===== src/rtl/core/tes_pkg.sv =====
// Package for the timed event scheduler: shared types and constants.
// Depends on nothing; tes_cell, the top level and the testbench import it.
`timescale 1ns / 1ps
`default_nettype none
package tes_pkg;

    // Slot indexes travel internally at 8 bits, wider than the 4-bit slot fields of the ports.
    localparam int IDX_W = 8;

    localparam logic [1:0] KIND_ONESHOT  = 2'd0;
    localparam logic [1:0] KIND_REPEATED = 2'd1;
    localparam logic [1:0] KIND_INTERVAL = 2'd2;
    localparam logic [1:0] KIND_INVALID  = 2'd3;

    localparam logic FUNC_ARM  = 1'b0;
    localparam logic FUNC_TICK = 1'b1;

    typedef enum logic [1:0] {
        ST_IDLE,
        ST_SCAN
    } t_state;

    // Command broadcast to every cell.
    typedef struct packed {
        logic             arm;
        logic             fire;
        logic [IDX_W-1:0] idx;
        logic [1:0]       kind;
        logic [31:0]      start_time;
        logic [31:0]      delay;
        logic [31:0]      period;
        logic [15:0]      repeat_count;
    } t_cell_cmd;

    // Best candidate handed along the chain.
    typedef struct packed {
        logic             valid;
        logic [31:0]      due;
        logic [IDX_W-1:0] idx;
    } t_tok;

    function automatic logic [31:0] sat_add(input logic [31:0] a, input logic [31:0] b);
        logic [32:0] s;
        s = {1'b0, a} + {1'b0, b};
        return s[32] ? 32'hFFFF_FFFF : s[31:0];
    endfunction

endpackage
`default_nettype wire


===== src/rtl/core/tes_cell.sv =====
// One event slot of the scheduler chain: holds the slot state and passes on
// the earlier of its own due event and the candidate from its left neighbor.
// Depends on tes_pkg.
`timescale 1ns / 1ps
`default_nettype none
module tes_cell #(
    parameter int IDX = 0
) (
    input  wire logic               i_clk,
    input  wire logic               i_rst_n,
    input  wire tes_pkg::t_cell_cmd i_cmd,
    input  wire logic [31:0]        i_now,
    input  wire tes_pkg::t_tok      i_tok,
    output tes_pkg::t_tok           o_tok
);
    import tes_pkg::*;

    logic        r_armed;
    logic [1:0]  r_kind;
    logic [31:0] r_due;
    logic [31:0] r_period;
    logic [15:0] r_rem;
    t_tok        r_tok;
    logic        mine;
    logic        self_due;

    assign mine     = (i_cmd.idx == IDX_W'(IDX));
    assign self_due = r_armed && (r_due <= i_now);

    // Control state: armed flag and kind.
    always_ff @(posedge i_clk) begin
        if (!i_rst_n) begin
            r_armed <= 1'b0;
            r_kind  <= KIND_ONESHOT;
        end else if (mine && i_cmd.arm) begin
            r_kind  <= i_cmd.kind;
            r_armed <= !(i_cmd.kind == KIND_REPEATED && i_cmd.repeat_count == 16'd0);
        end else if (mine && i_cmd.fire) begin
            case (r_kind)
                KIND_ONESHOT:  r_armed <= 1'b0;
                KIND_REPEATED: if (r_rem <= 16'd1) r_armed <= 1'b0;
                default:       r_armed <= r_armed;
            endcase
        end
    end

    // Payload: due time, period and remaining count.
    always_ff @(posedge i_clk) begin
        if (mine && i_cmd.arm) begin
            r_due    <= sat_add(i_cmd.start_time, i_cmd.delay);
            r_period <= i_cmd.period;
            r_rem    <= i_cmd.repeat_count;
        end else if (mine && i_cmd.fire) begin
            case (r_kind)
                KIND_REPEATED: begin
                    if (r_rem <= 16'd1) begin
                        r_rem <= 16'd0;
                    end else begin
                        r_rem <= r_rem - 16'd1;
                        r_due <= sat_add(r_due, r_period);
                    end
                end
                KIND_INTERVAL: r_due <= sat_add(r_due, r_period);
                default:       r_due <= r_due;
            endcase
        end
    end

    // Pass the earlier candidate on; ties keep the lower slot from the left.
    always_ff @(posedge i_clk) begin
        if (!i_rst_n) begin
            r_tok.valid <= 1'b0;
        end else if (self_due && (!i_tok.valid || r_due < i_tok.due)) begin
            r_tok.valid <= 1'b1;
        end else begin
            r_tok.valid <= i_tok.valid;
        end
    end

    always_ff @(posedge i_clk) begin
        if (self_due && (!i_tok.valid || r_due < i_tok.due)) begin
            r_tok.due <= r_due;
            r_tok.idx <= IDX_W'(IDX);
        end else begin
            r_tok.due <= i_tok.due;
            r_tok.idx <= i_tok.idx;
        end
    end

    assign o_tok = r_tok;

endmodule
`default_nettype wire


===== config.mk =====
export PLATFORM = sky130hd
export DESIGN_NAME = tes_cell
export DESIGN_NICKNAME = d
export VERILOG_FILES = /design/src/rtl/core/tes_pkg.sv /design/src/rtl/core/tes_cell.sv
export SDC_FILE = /design/constraint.sdc
export NUM_CORES = 1
export LEC_CHECK = 0
export ABC_AREA = 1
export BUFFER_PORTS_ARGS = -buffer_cell sky130_fd_sc_hd__buf_4
export CAP_MARGIN = 15
export CORE_ASPECT_RATIO = 0.9
export CORE_MARGIN = 3
export CORE_UTILIZATION = 45
export CTS_CLUSTER_DIAMETER = 30
export CTS_CLUSTER_SIZE = 40
export DETAILED_ROUTE_END_ITERATION = 12
export PLACE_DENSITY = 0.7
export SETUP_SLACK_MARGIN = 0.4
export SLEW_MARGIN = 30
export SYNTH_ARGS = -nofsm -noshare
export SYNTH_HDL_FRONTEND = slang
export SYNTH_SLANG_ARGS = --single-unit

===== constraint.sdc =====
create_clock -name i_clk -period 9.4 [get_ports i_clk]
set_input_delay 0.47 -clock i_clk [delete_from_list [all_inputs] [get_ports i_clk]]
set_output_delay 0.47 -clock i_clk [all_outputs]
set_load 0.01 [all_outputs]

Yosys cells after proc, flatten, opt, wreduce, memory -nomap -nowiden
Cells that the tools add are included.
{"block": "word_totals", "regBits": 124, "output_inout_bits": 41, "wordCells": 53}
{"block": "op_classes", "addsub": 3, "magnitude_cmp": 3, "eq_ne": 5, "n_mux": 16, "n_reduce_logical": 18}
{"op": "2-to-1 mux 32 bit", "n": 5}
{"op": "adder 32 x 32 -> 33 bit", "n": 2}
{"op": "2-to-1 mux 16 bit", "n": 4}
{"op": "case mux 32 bit (2 select lines)", "n": 1}
{"op": "2-to-1 mux 40 bit", "n": 1}
{"op": "<= comparator 32 bit", "n": 1}
{"op": "< comparator 32 bit", "n": 1}
{"op": "<= comparator 16 x 1 -> 1 bit, second input constant", "n": 1}
{"op": "zero test 16 bit", "n": 1}
{"op": "subtractor 16 x 1 -> 16 bit, second input constant", "n": 1}
{"op": "zero test 8 bit", "n": 1}
{"op": "!= test 3 bit, second input constant", "n": 2}
{"op": "AND reduction 3 bit", "n": 2}
{"op": "nonzero test 3 bit", "n": 2}
{"op": "logical AND 1 bit", "n": 5}
{"op": "equality test 2 x 1 -> 1 bit, second input constant", "n": 2}
{"op": "2-to-1 mux 1 bit", "n": 4}
{"op": "nonzero test 2 bit", "n": 2}
{"op": "equality test 2 bit, second input constant", "n": 1}
{"op": "zero test 1 bit", "n": 2}
{"op": "zero test 2 bit", "n": 1}
{"op": "case mux 1 bit (2 select lines)", "n": 1}
{"op": "AND reduction 2 bit", "n": 1}
{"op": "logical OR 1 bit", "n": 1}

Longest topological paths before layout
{"block": "depth", "depth_word": 6, "ltp_mapped": 18, "ltp_nobuf": 17}

Worst setup path before layout
Ideal clock, no wire load.
{"block": "synth_timing", "path_kind": "input -> register", "from": "input port i_cmd[121] in the netlist's numbering", "to": "register r_due[0] (enable)", "setup_ns": 0.432, "arrival_ns": 2.874, "t_required_ns": 8.968, "setup_slack_ns": 6.095, "stages": 8, "n_path_buf": 1, "path_cell_list": "nor2_1 nand2_1 nor2_1 nand2_1 clkinv_1 clkbuf_1 a21oi_1 a21oi_1"}
{"block": "synth_between", "elab_chain_cells": 4, "elab_cells_between_ends": 7, "cone_classes": "eq/ne: 1; reduce/logical: 6"}
{"element": "start, declared", "line_no": "tes_cell.sv:11", "rtl": "input wire tes_pkg::t_cell_cmd i_cmd,"}
{"element": "zero test 8 bit *", "line_no": "tes_cell.sv:27", "rtl": "assign mine = (i_cmd.idx == IDX_W'(IDX));"}
{"element": "logical AND 1 bit, on equally long branches", "line_no": "tes_cell.sv:49, tes_cell.sv:53"}
{"element": "!= test 3 bit (no line), or another cell as far along"}
{"element": "AND reduction 3 bit (no line) *"}
{"element": "end signal, assigned", "line_no": "tes_cell.sv:50", "rtl": "r_due <= sat_add(i_cmd.start_time, i_cmd.delay);"}
{"element": "end signal, assigned", "line_no": "tes_cell.sv:60", "rtl": "r_due <= sat_add(r_due, r_period);"}
{"element": "end signal, assigned", "line_no": "tes_cell.sv:63", "rtl": "KIND_INTERVAL: r_due <= sat_add(r_due, r_period);"}
{"element": "end, declared", "line_no": "tes_cell.sv:20", "rtl": "logic [31:0] r_due;"}
Every way passes the cells marked *; elsewhere a longest branch is shown, timed or not.
A chain may end at the register's enable or synchronous reset.

Final worst setup path
{"block": "layout_timing", "from": "register r_due[0]", "to": "register r_due[20], data pin"}
{"block": "layout_between", "elab_chain_cells": 6}
{"element": "adder 32 x 32 -> 33 bit *", "line_no": "tes_pkg.sv:44", "rtl": "s = {1'b0, a} + {1'b0, b};"}
{"element": "2-to-1 mux 32 bit *", "line_no": "tes_pkg.sv:45", "rtl": "return s[32] ? 32'hFFFF_FFFF : s[31:0];"}
{"element": "2-to-1 mux 32 bit", "line_no": "tes_cell.sv:56", "rtl": "if (r_rem <= 16'd1) begin"}
{"element": "case mux 32 bit (2 select lines) *", "line_no": "tes_cell.sv:54", "rtl": "case (r_kind)"}
{"element": "2-to-1 mux 32 bit *", "line_no": "tes_cell.sv:53", "rtl": "end else if (mine && i_cmd.fire) begin"}
{"element": "2-to-1 mux 32 bit *", "line_no": "tes_cell.sv:49", "rtl": "if (mine && i_cmd.arm) begin"}
Every way passes the cells marked *; elsewhere a longest branch is shown, timed or not. The select of a mux whose other input is x is not followed.

==> results.tsv <==
metric	value	unit
status	completed	
Psw	433.0	µW
die area	26030	µm²
DR vias/cell	5.156	
Gate power share	19.3	%
Routability Congestion	0.9224	
DP HPWL	25900	µm
main combinational cell family by area after synthesis	simple AND/OR/NAND/NOR gates	
share of cells above drive strength 1	18.26	%
vias in the first global route	10230	
# IOs	240	
measured slew at the worst slew-check pin	0.8888	ns
Synth warnings	0	
commonest non-fill, non-tap cell in the layout	nand2_1	
commonest cells after routing, fill and taps aside	491 x nand2_1, 243 x buf_4, 170 x inv_1	
Hold Path Class	in2reg	
power share of the clock group	41.9	%
VDD IR max	119.2	µV
initial drt markers	754	
Post-Synth Adder-Cell Area	15.23	%
R2R cell count	13	
Post-Synth XOR/XNOR Area	3.469	%
RSZ-0062 raised after global routing	false	
final slew viol count	0	
Synth cell types	51	
crit path max fanout	30	
Post-Syn Nets	1860	
Port Buffer Count	239	
Reg2Reg Setup Slack	6.25	ns
Worst R2R Start	r_due[0]	
initial antenna violation count	0	
Layout area overhead	23.98	%
Worst Setup SP	r_due[0]	
Worst Skew	0.02098	ns
worst reg2reg endpoint	r_due[20]	
post-route minimum period	3.147	ns
fmax	0.3178	GHz
Core ar.	23540	µm²
drt wl/cell	15.17	µm
Yosys reg bits	124	
htree depth	4	
largest net degree at the start of global routing	83	
share of the yosys chip area belonging to registers	30.24	%
drt first pass iters	5	
die outline height	153.4	µm
post-route cell area	13460	µm²
Lkg Pwr	6.789	nW
Syn Std Cell Area	10860	µm²
cell-internal power	1.080	mW
fillers	2294	
Clock Tree Root	clkbuf_16	
crit end category	register	
Synth Area in Compound Gates	11.43	%
vias	10730	
# placed instances	2050	
Worst-path clk slew	0.06	ns
cell area after placement	12900	µm²
simple logic cell fraction of the synthesized area	31.71	%
gr usage total	23.90	%
Post-Synthesis Cells	1530	
final period utilization	33.48	%
CP Class	reg2reg	
# setup viols final	0	
slowest stage delay, CP	0.73	ns
startpoint type of the worst setup path	register	
Syn Area/Cell	7.097	µm²
Antenna Cells	0	
Tot Pwr	1.513	mW
CTS sink count	124	
Clk Latency, worst-skew pair	0.43	ns
Die Wd	169.7	µm
DRC viols	0	
Initial Util	46.12	%
Final nets	2097	
Final Util	57.18	%
Worst EP arrival	3.30	ns
hold_buf cts	0	
CP required	9.55	ns
first-pass GRT wire length	50340	µm
Finished Layout Cells	2082	
setup tns final	0	ns
crit path cell chain	ha_1 -> fa_1 -> nand2_1 -> nand2_1 -> and2_1 -> nand2_1 -> nand2_2 -> nand2_1 -> nand2_2 -> a21oi_4 -> nand3_1 -> nand2_1 -> nand2_1	
CTS tree	yes	
mux contribution to synthesized area	0	%
Switching Share	28.62	%
Rel. slew slack	40.61	%
Worst Setup EP	r_due[20]	
PostCTS Resize Cnt	0	
setup bufs post-CTS	0	
buffers from clock root to sink, at most	2	
Row Count	53	
Inserted Clock Buffers	17	
critical path's slowest cell	a21oi_4	
Most common cell on crit path	nand2_1	
sequential share of power	38.9	%
Cell Pwr Density	112.4	nW/µm²
max_cap viols	0	
remaining antenna violation count after routing	0	
global route overflow	0	
Routed WL	31580	µm
Final Hold Viols	0	
-- flip-flops by register name (all words and copies together) (netlist names) --
name / count
r_armed: 1
r_due: 32
o_tok: 41
r_kind: 2
r_period: 32
r_rem: 16
-- power groups by stage --
stage               registers, mW  clock network [mW]  logic (mW)
global placement            0.600                   0       0.288
finish                      0.588               0.633       0.292
detailed placement          0.600                   0       0.290
global route                0.589               0.667       0.330
floorplan                   0.604                   0       0.164
CTS                         0.588               0.643       0.292
-- synthesized netlist by cell type, drive strengths merged --
cell type | number | area share (%)
o21a | 5 | 0.35
nand3b | 2 | 0.14
a22o | 1 | 0.081
a21o | 12 | 0.83
nor4 | 8 | 0.66
nor3b | 1 | 0.12
a21oi | 103 | 5.1
and3 | 1 | 0.058
clkbuf | 5 | 0.17
a211oi | 2 | 0.14
o211ai | 3 | 0.25
buf | 21 | 1.6
xor2 | 29 | 2.3
nand3 | 120 | 6.2
fa | 2 | 0.37
o21bai | 6 | 0.41
o21ai | 71 | 3.3
ha | 129 | 15
nor2 | 141 | 5.0
nand4 | 12 | 0.69
clkinv | 2 | 0.069
edfxtp | 80 | 22
nor3 | 19 | 1.0
inv | 176 | 6.1
nand2 | 505 | 18
a31oi | 2 | 0.12
dfxtp | 44 | 8.1
xnor2 | 14 | 1.1
o22ai | 4 | 0.23
a21boi | 9 | 0.62
and2 | 1 | 0.058
-- layer usage --
| metal | GRT usage [%] | vias up | wire [µm] |
|---|---|---|---|
| met2 | 38.02 | 390 | 13860 |
| met3 | 3.827 | 37 | 2317 |
| met1 | 34.24 | 4770 | 14950 |
| met5 | 0 | - | 0 |
| met4 | 5.296 | 0 | 452 |
| li1 | - | 5537 | - |
-- logic make-up (layout without fill, tap and decap cells) --
| logic type | after synthesis | count (layout) |
|---|---|---|
| AND/OR/NAND/NOR | 810 | 810 |
| AO/OA/AOI/OAI | 218 | 218 |
| buffers and inverters | 204 | 454 |
| adder cells (fa/ha/maj) | 131 | 131 |
| flip-flops | 124 | 124 |
| XOR/XNOR | 43 | 43 |
-- worst min-delay path by stage --
stage              start      endpoint  slack, ns  cells after the start
4_1_cts        i_cmd[37]  r_period[21]       0.20                      1
3_3_place_gp     r_armed       r_armed       0.47                      2
3_5_place_dp     r_armed       r_armed       0.49                      2
2_1_floorplan    r_armed       r_armed       0.45                      2
5_1_grt        i_cmd[21]   r_period[5]       0.21                      1
6_report       i_cmd[19]   r_period[3]       0.22                      1
-- critical path: cells and delay by family, from the launching register on --
family                   cells  cell delay (ns)
AND/OR/NAND/NOR             10             1.00
flip-flops                   1             0.47
AO/OA/AOI/OAI                1             0.73
adder cells (fa/ha/maj)      2             0.66
-- through the flow --
| step | hold slack, ns | setup slack [ns] |
|---|---|---|
| 4_1_cts | 0.2049 | 6.296 |
| 3_3_place_gp | 0.4702 | 5.954 |
| 2_1_floorplan | 0.4479 | 6.095 |
| 3_5_place_dp | 0.4897 | 6.128 |
| 6_report | 0.2212 | 6.253 |
| 5_1_grt | 0.2051 | 5.978 |
-- area by class of cell --
class	count	area [µm²]	area share, %
Multi-Input combinational cell	1202	6734	50.02
Clock buffer	19	454.2	3.374
Tap cell	302	377.9	2.807
Timing Repair Buffer	244	1839	13.66
Sequential cell	124	3283	24.39
Inverter	178	668.1	4.963
Clock inverter	13	105.1	0.7807
Power figures use the tool's default switching activity.
